--- config.mk ---
export PLATFORM = sky130hd
export DESIGN_NAME = seven_segment_scan_driver_flat
export DESIGN_NICKNAME = d
export VERILOG_FILES = /design/src/design/ssd_pkg.sv /design/src/design/ssd_cmd_if.sv /design/src/design/ssd_drive_if.sv /design/src/design/seven_segment_scan_driver.sv /design/src/flat_wrapper.sv
export SDC_FILE = /design/constraint.sdc
export NUM_CORES = 1
export LEC_CHECK = 0
export BUFFER_PORTS_ARGS = -buffer_cell sky130_fd_sc_hd__buf_2
export CAP_MARGIN = 10
export CELL_PAD_IN_SITES_DETAIL_PLACEMENT = 0
export CELL_PAD_IN_SITES_GLOBAL_PLACEMENT = 1
export CORE_ASPECT_RATIO = 1.75
export CORE_MARGIN = 2
export CORE_UTILIZATION = 49
export CTS_CLUSTER_DIAMETER = 120
export DETAILED_ROUTE_END_ITERATION = 6
export PLACE_DENSITY_LB_ADDON = 0.1
export SLEW_MARGIN = 20
export SYNTH_ARGS = -nofsm -noshare
export SYNTH_HDL_FRONTEND = slang
export SYNTH_SLANG_ARGS = --single-unit
export TNS_END_PERCENT = 20
--- constraint.sdc ---
create_clock -name clk -period 8.11 [get_ports clk]
set_input_delay 1.622 -clock clk [delete_from_list [all_inputs] [get_ports clk]]
set_output_delay 1.622 -clock clk [all_outputs]
set_load 0.01 [all_outputs]
--- src/design/ssd_pkg.sv ---
// ----------------------------------------------------------------------------
// ssd_pkg
// Shared types, codes and font table of the seven-segment scan driver.
// ----------------------------------------------------------------------------
package ssd_pkg;

    // item actions
    typedef enum logic [1:0] {
        ACT_TICK  = 2'd0,
        ACT_TIME  = 2'd1,
        ACT_CLEAR = 2'd2,
        ACT_LOAD  = 2'd3
    } action_t;

    typedef logic [4:0]  code_t;
    typedef logic [6:0]  glyph_t;
    typedef logic [6:0]  time_t;
    typedef logic [15:0] count_t;

    localparam int unsigned NUM_DIGITS = 4;

    localparam code_t  CODE_BLANK  = 5'd16;
    localparam code_t  CODE_DASH   = 5'd17;
    localparam glyph_t GLYPH_OFF   = 7'h7F;
    localparam time_t  TIME_MAX    = 7'd99;
    localparam int unsigned RECIP_MUL   = 205;   // 2048 / 10, exact below 1029
    localparam int unsigned RECIP_SHIFT = 11;

    // active-low font: bits C,G,B,F,A,D,E
    function automatic glyph_t glyph_for(input code_t code);
        glyph_t g;
        case (code)
            5'd0:       g = 7'h02;
            5'd1:       g = 7'h7A;
            5'd2:       g = 7'h09;
            5'd3:       g = 7'h48;
            5'd4:       g = 7'h70;
            5'd5:       g = 7'h44;
            5'd6:       g = 7'h04;
            5'd7:       g = 7'h6A;
            5'd8:       g = 7'h00;
            5'd9:       g = 7'h40;
            5'd10:      g = 7'h20;
            5'd11:      g = 7'h14;
            5'd12:      g = 7'h07;
            5'd13:      g = 7'h18;
            5'd14:      g = 7'h05;
            5'd15:      g = 7'h25;
            CODE_BLANK: g = GLYPH_OFF;
            CODE_DASH:  g = 7'h7D;
            default:    g = GLYPH_OFF;
        endcase
        return g;
    endfunction

    // saturate at 99, then split into tens and ones
    function automatic logic [7:0] split_decimal(input time_t v);
        time_t       n;
        logic [14:0] prod;
        logic [3:0]  tens;
        logic [6:0]  tens_x10;
        logic [3:0]  ones;
        n        = (v > TIME_MAX) ? TIME_MAX : v;
        prod     = 15'(n) * 15'(RECIP_MUL);
        tens     = prod[RECIP_SHIFT +: 4];
        tens_x10 = {tens, 3'b000} + {2'b00, tens, 1'b0};
        ones     = 4'(n - tens_x10);
        return {tens, ones};
    endfunction

endpackage

--- src/design/ssd_cmd_if.sv ---
// ----------------------------------------------------------------------------
// ssd_cmd_if
// Command channel of the scan driver: action and its operands.
// ----------------------------------------------------------------------------
interface ssd_cmd_if;
    logic              valid;
    logic              ready;
    ssd_pkg::action_t  action;
    logic [6:0]        minutes;
    logic [6:0]        seconds;
    logic [15:0]       countdown_load;

    modport source (
        output valid, action, minutes, seconds, countdown_load,
        input  ready
    );
    modport sink (
        input  valid, action, minutes, seconds, countdown_load,
        output ready
    );
endinterface

--- src/design/ssd_drive_if.sv ---
// ----------------------------------------------------------------------------
// ssd_drive_if
// Result channel of the scan driver: segment and strobe drive, countdown.
// ----------------------------------------------------------------------------
interface ssd_drive_if;
    logic        valid;
    logic        ready;
    logic [7:0]  segment_drive_n;
    logic [3:0]  digit_strobe_n;
    logic [15:0] countdown_left;

    modport source (
        output valid, segment_drive_n, digit_strobe_n, countdown_left,
        input  ready
    );
    modport sink (
        input  valid, segment_drive_n, digit_strobe_n, countdown_left,
        output ready
    );
endinterface

--- src/design/seven_segment_scan_driver.sv ---
// ----------------------------------------------------------------------------
// seven_segment_scan_driver
// Scan driver for a four-digit multiplexed active-low seven-segment display.
// ----------------------------------------------------------------------------
// Takes one command item per clock while drive.ready is high and returns
// its result item from a register in the next cycle; the display state
// registers double as the result register, so a new item is taken in the
// same cycle that the previous result is taken. A tick drives the digit
// under the scan index (strobe, font and point), advances the scan and
// counts the countdown down to zero; show_time writes mm.ss as decimal
// digits with a blank leading minute zero and the point on digit 1; clear
// blanks all digits; load sets the countdown. On non-tick items the segment
// and strobe outputs repeat the drive of the last tick (all off after reset).
module seven_segment_scan_driver (
    input  logic         clk,
    input  logic         rst_n,
    ssd_cmd_if.sink      cmd,
    ssd_drive_if.source  drive
);

    ssd_pkg::code_t   digit_reg [ssd_pkg::NUM_DIGITS];
    ssd_pkg::code_t   digit_next [ssd_pkg::NUM_DIGITS];
    logic [1:0]       point_reg, point_next;
    logic [1:0]       scan_reg, scan_next;
    ssd_pkg::count_t  count_reg, count_next;
    logic [7:0]       seg_reg, seg_next;
    logic [3:0]       strobe_reg, strobe_next;
    logic             valid_reg, valid_next;

    logic             accept;
    ssd_pkg::code_t   cur_code;
    logic [7:0]       min_split;
    logic [7:0]       sec_split;

    // take a new item whenever the result slot is free or being emptied
    assign cmd.ready = !valid_reg || drive.ready;
    assign accept    = cmd.valid && cmd.ready;

    assign cur_code  = digit_reg[scan_reg];
    assign min_split = ssd_pkg::split_decimal(cmd.minutes);
    assign sec_split = ssd_pkg::split_decimal(cmd.seconds);

    // next-state logic per action
    always_comb
    begin
        digit_next  = digit_reg;
        point_next  = point_reg;
        scan_next   = scan_reg;
        count_next  = count_reg;
        seg_next    = seg_reg;
        strobe_next = strobe_reg;
        valid_next  = valid_reg && !drive.ready;
        if (accept)
        begin
            valid_next = 1'b1;
            case (cmd.action)
                ssd_pkg::ACT_TICK:
                begin
                    seg_next    = {(point_reg != scan_reg), ssd_pkg::glyph_for(cur_code)};
                    strobe_next = ~(4'b0001 << scan_reg);
                    scan_next   = scan_reg + 2'd1;
                    if (count_reg != '0)
                    begin
                        count_next = count_reg - 16'd1;
                    end
                end
                ssd_pkg::ACT_TIME:
                begin
                    digit_next[0] = (min_split[7:4] == 4'd0) ? ssd_pkg::CODE_BLANK
                                                             : {1'b0, min_split[7:4]};
                    digit_next[1] = {1'b0, min_split[3:0]};
                    digit_next[2] = {1'b0, sec_split[7:4]};
                    digit_next[3] = {1'b0, sec_split[3:0]};
                    point_next    = 2'd1;
                end
                ssd_pkg::ACT_CLEAR:
                begin
                    for (int i = 0; i < ssd_pkg::NUM_DIGITS; i++)
                    begin
                        digit_next[i] = ssd_pkg::CODE_BLANK;
                    end
                end
                default:
                begin
                    count_next = cmd.countdown_load;
                end
            endcase
        end
    end

    // display state and result register
    always_ff @(posedge clk or negedge rst_n)
    begin
        if (!rst_n)
        begin
            for (int i = 0; i < ssd_pkg::NUM_DIGITS; i++)
            begin
                digit_reg[i] <= '0;
            end
            point_reg  <= '0;
            scan_reg   <= '0;
            count_reg  <= '0;
            seg_reg    <= '1;
            strobe_reg <= '1;
            valid_reg  <= 1'b0;
        end
        else
        begin
            digit_reg  <= digit_next;
            point_reg  <= point_next;
            scan_reg   <= scan_next;
            count_reg  <= count_next;
            seg_reg    <= seg_next;
            strobe_reg <= strobe_next;
            valid_reg  <= valid_next;
        end
    end

    assign drive.valid           = valid_reg;
    assign drive.segment_drive_n = seg_reg;
    assign drive.digit_strobe_n  = strobe_reg;
    assign drive.countdown_left  = count_reg;

    // a tick strobes exactly one digit
    a_tick_one_digit: assert property (@(posedge clk) disable iff (!rst_n)
        accept && cmd.action == ssd_pkg::ACT_TICK |=> $countones(strobe_reg) == 3)
        else $error("tick did not strobe exactly one digit");

    // a held result keeps its countdown
    a_hold_count: assert property (@(posedge clk) disable iff (!rst_n)
        valid_reg && !drive.ready |=> $stable(count_reg))
        else $error("countdown changed while result stalled");

    // non-tick items leave the display drive alone
    a_non_tick_drive: assert property (@(posedge clk) disable iff (!rst_n)
        accept && cmd.action != ssd_pkg::ACT_TICK |=> $stable(seg_reg) && $stable(strobe_reg))
        else $error("display drive changed on a non-tick item");

    // a tick counts a nonzero countdown down by one
    a_tick_count: assert property (@(posedge clk) disable iff (!rst_n)
        accept && cmd.action == ssd_pkg::ACT_TICK && count_reg != '0
        |=> count_reg == $past(count_reg) - 16'd1)
        else $error("countdown did not decrement on tick");

endmodule
--- src/flat_wrapper.sv ---
// flat-port wrapper written by rule: the top's interface ports become plain ports
module seven_segment_scan_driver_flat 
  (clk, rst_n, cmd_valid, cmd_action, cmd_minutes, cmd_seconds, cmd_countdown_load, cmd_ready, drive_valid, drive_segment_drive_n, drive_digit_strobe_n, drive_countdown_left, drive_ready);
  ssd_cmd_if cmd_i ();
  ssd_drive_if drive_i ();
  input  logic clk;
  input  logic rst_n;
  input wire logic [$bits(cmd_i.valid)-1:0] cmd_valid;
  input wire logic [$bits(cmd_i.action)-1:0] cmd_action;
  input wire logic [$bits(cmd_i.minutes)-1:0] cmd_minutes;
  input wire logic [$bits(cmd_i.seconds)-1:0] cmd_seconds;
  input wire logic [$bits(cmd_i.countdown_load)-1:0] cmd_countdown_load;
  output wire logic [$bits(cmd_i.ready)-1:0] cmd_ready;
  output wire logic [$bits(drive_i.valid)-1:0] drive_valid;
  output wire logic [$bits(drive_i.segment_drive_n)-1:0] drive_segment_drive_n;
  output wire logic [$bits(drive_i.digit_strobe_n)-1:0] drive_digit_strobe_n;
  output wire logic [$bits(drive_i.countdown_left)-1:0] drive_countdown_left;
  input wire logic [$bits(drive_i.ready)-1:0] drive_ready;
  assign cmd_i.valid = cmd_valid;
  assign cmd_i.action = cmd_action;
  assign cmd_i.minutes = cmd_minutes;
  assign cmd_i.seconds = cmd_seconds;
  assign cmd_i.countdown_load = cmd_countdown_load;
  assign cmd_ready = cmd_i.ready;
  assign drive_valid = drive_i.valid;
  assign drive_segment_drive_n = drive_i.segment_drive_n;
  assign drive_digit_strobe_n = drive_i.digit_strobe_n;
  assign drive_countdown_left = drive_i.countdown_left;
  assign drive_i.ready = drive_ready;
  seven_segment_scan_driver u_core (.clk(clk), .rst_n(rst_n), .cmd(cmd_i), .drive(drive_i));
endmodule
==> metrics.txt <==
Cell Int Power 0.000839 W; Switching Power 0.000573 W; largest net degree at the start of global routing between 50 and 60; share of cells above drive strength 1 roughly a fifth; Tmin final ~6.5 ns; Rel. slew slack between 30% and 40%; final hold vios 0; Seq/Total Area, Yosys 27.3%; Max VDD drop 0.143 mV; Final Cell Area about 5200 um^2; Mapped Cells roughly 500; H-tree levels 2; fmax 155 MHz; DRC 0; Clock transition at path regs roughly 0.07 ns; post-DP HPWL 8020 um; Fillers a little under 900; Mean Syn Cell Area roughly 9.5 um^2; Ys Warns 0; Total GRT Usage just over 20%; Setup Viol. Count Final 0; Post CTS Setup Buffer Count 0; TritonCTS clock tree yes; ANT cells 0; clock group share of total power approximately 16%; Sw Ratio between 40% and 50%; Slew Limit Fails 0; number of global-route vias before repair ~3.7k; routability cong. approximately 0.83; grt total ovfl 0; CP Data Required Time ~8.3 ns; crit path launch type primary input; ys flop type dfrtp_1; first-pass GRT wire length 16,900 um; clk sinks 50; Worst Setup End Kind flop; post-synth top area share between 20 and 25%; Synth cell types 50; drt wl/cell 14.8 um; Worst-Margin Slew 0.912 ns; syn nets approximately 620; Hold Crit Class reg2reg; Clk Latency, worst-skew pair 0.29 ns; Final Power around 0.0014 W; clk buf depth 2; main area contributors after synthesis ha_1 (23%), dfrtp_1 (21%), fa_1 (6.9%); LEAKAGE approximately 2.6 nW; cell row count 47; DRT antenna net count 0; Flop pwr share 30.8%; synth-to-layout area growth 12.0%; CP max FO 5; pwr/cell area around 270 nW/um^2; final WL slightly below 10,000 um; final core utilization approximately 56%; die extent in y between 100 and 150 um; kind of critical path in2reg; clk root buf clkbuf_16; Tcrit/Tclk final around four fifths; Initial Util around half; die area 10,300 um^2; combinational power share roughly 53%; final layout net count a little under 700; Max-Cap Viols 0; Die X-Extent about 78 um; # IOs 66; crit path DAT 6.64 ns; Resize count post-CTS 0; initial antenna violation count 0; setup total negative slack 0 ns; Core ar. ~9400 um^2; Num CTS Buffers 5; cell taking the most area after synthesis ha_1; Multi-input gate area ~3100 um^2; EDFF count, synth 0; IO buf count 65; async set-reset flop share out of synthesis 100%; DR vias/cell 5.52; initial DRC count between 100 and 150; Yosys reg bits 50; Area after DPL between 5000 and 6000 um^2; Hold Buf Count CTS 0; drt pass-1 iters 4; Netlist Area Pre-Place between 4000 and 5000 um^2; Reg area 1270 um^2; max reg flops 18; detailed-route via count ~3.7k; skew final between 0.005 and 0.006 ns; status finished, final reports clean; RSZ-0062 raised after global routing false
path summary, 6_finish.rpt:
| check | startpoint | endpoint | slack [ns] | cells past startpoint |
|---|---|---|---|---|
| max | cmd_minutes[3] | u_core.digit_reg[13] | 1.65 | 22 |
| min | u_core.drive.segment_drive_n[5] | u_core.drive.segment_drive_n[5] | 0.46 | 2 |
| max reg2reg | u_core.drive.countdown_left[0] | u_core.drive.countdown_left[10] | 4.99 | 9 |
| min reg2reg | u_core.drive.segment_drive_n[5] | u_core.drive.segment_drive_n[5] | 0.46 | 2 |
| max in group asynchronous | rst_n | u_core.digit_reg[6] | 6.25 | 2 |
| min in group asynchronous | rst_n | u_core.drive.countdown_left[5] | 1.41 | 2 |
power groups by stage:
stage	clock network, W	logic (W)	registers (W)
floorplan	0	0.000565	0.000432
global placement	0	0.000743	0.000435
detailed placement	0	0.000759	0.000440
CTS	0.000234	0.000764	0.000436
global route	0.000242	0.000859	0.000448
finish	0.000227	0.000751	0.000434
through the flow:
stage,hold slack (ns),worst slack [ns],cells
floorplan,0.443,1.97,487
global placement,0.450,1.52,655
detailed placement,0.455,1.34,655
CTS,0.467,1.63,663
global route,0.488,1.22,663
finish,0.460,1.65,663
cell usage in the layout, fill, tap and decap left out, drive strengths merged, types with 7 or more instances in the layout:
cell and count:
xnor2 11, o21ai 29, inv 49, dfrtp 38, a31oi 7, o22ai 8
nor3 7, clkbuf 7, ha 85, buf 67, nor2 18, fa 16
nand2b 9, nand2 36, nand3 14, a22o 13, or2 8, xor2 10
a21oi 32, dfstp 12
cells in the mapped netlist, drive strengths merged, types with 11 or more instances:
library cell and instances:
a21oi 32, a22o 13, clkbuf 18, dfrtp 38, dfstp 12, fa 16
ha 85, inv 49, nand2 36, nand3 14, nor2 18, o21ai 29
xnor2 11
critical path, cell delays in order:
cell	delay, ns
buf_2	0.10
o311a_1	0.35
nor2_1	0.34
inv_1	0.12
ha_1	0.31
inv_1	0.06
fa_1	0.35
inv_1	0.08
fa_1	0.42
ha_1	0.31
ha_1	0.32
a21oi_1	0.19
nand3_1	0.09
o21ai_0	0.48
o21bai_1	0.16
xor2_1	0.25
ha_1	0.31
a21oi_1	0.14
mux2i_1	0.10
xnor2_1	0.21
xnor2_1	0.09
a22o_1	0.19
cell type report:
class                           instances  share of cell area (%)
Multi-Input combinational cell        367                    59.4
Timing Repair Buffer                   67                    6.55
Clock inverter                          1                   0.169
Tap cell                              122                    2.94
Clock buffer                            7                    2.96
Sequential cell                        50                    24.4
Inverter                               49                    3.54
cell families after synthesis:
kind of cell | after synthesis | synth area share, %
buf+inv | 70 | 6.15
xor+xnor | 21 | 3.97
simple gates | 115 | 12.6
mux | 14 | 4.21
fa+ha+maj | 101 | 29.8
compound gates | 116 | 15.9
flops | 50 | 27.3
routing by layer:
layer  up-vias  part of all wire, %  track usage [%]
met1      1741                   39             22.2
met5         -                    0                0
met2        70                   56             39.1
li1       1838                    -                -
met3        14                  2.7             2.18
met4         0                  2.2             6.75
Power figures use the tool's default switching activity.
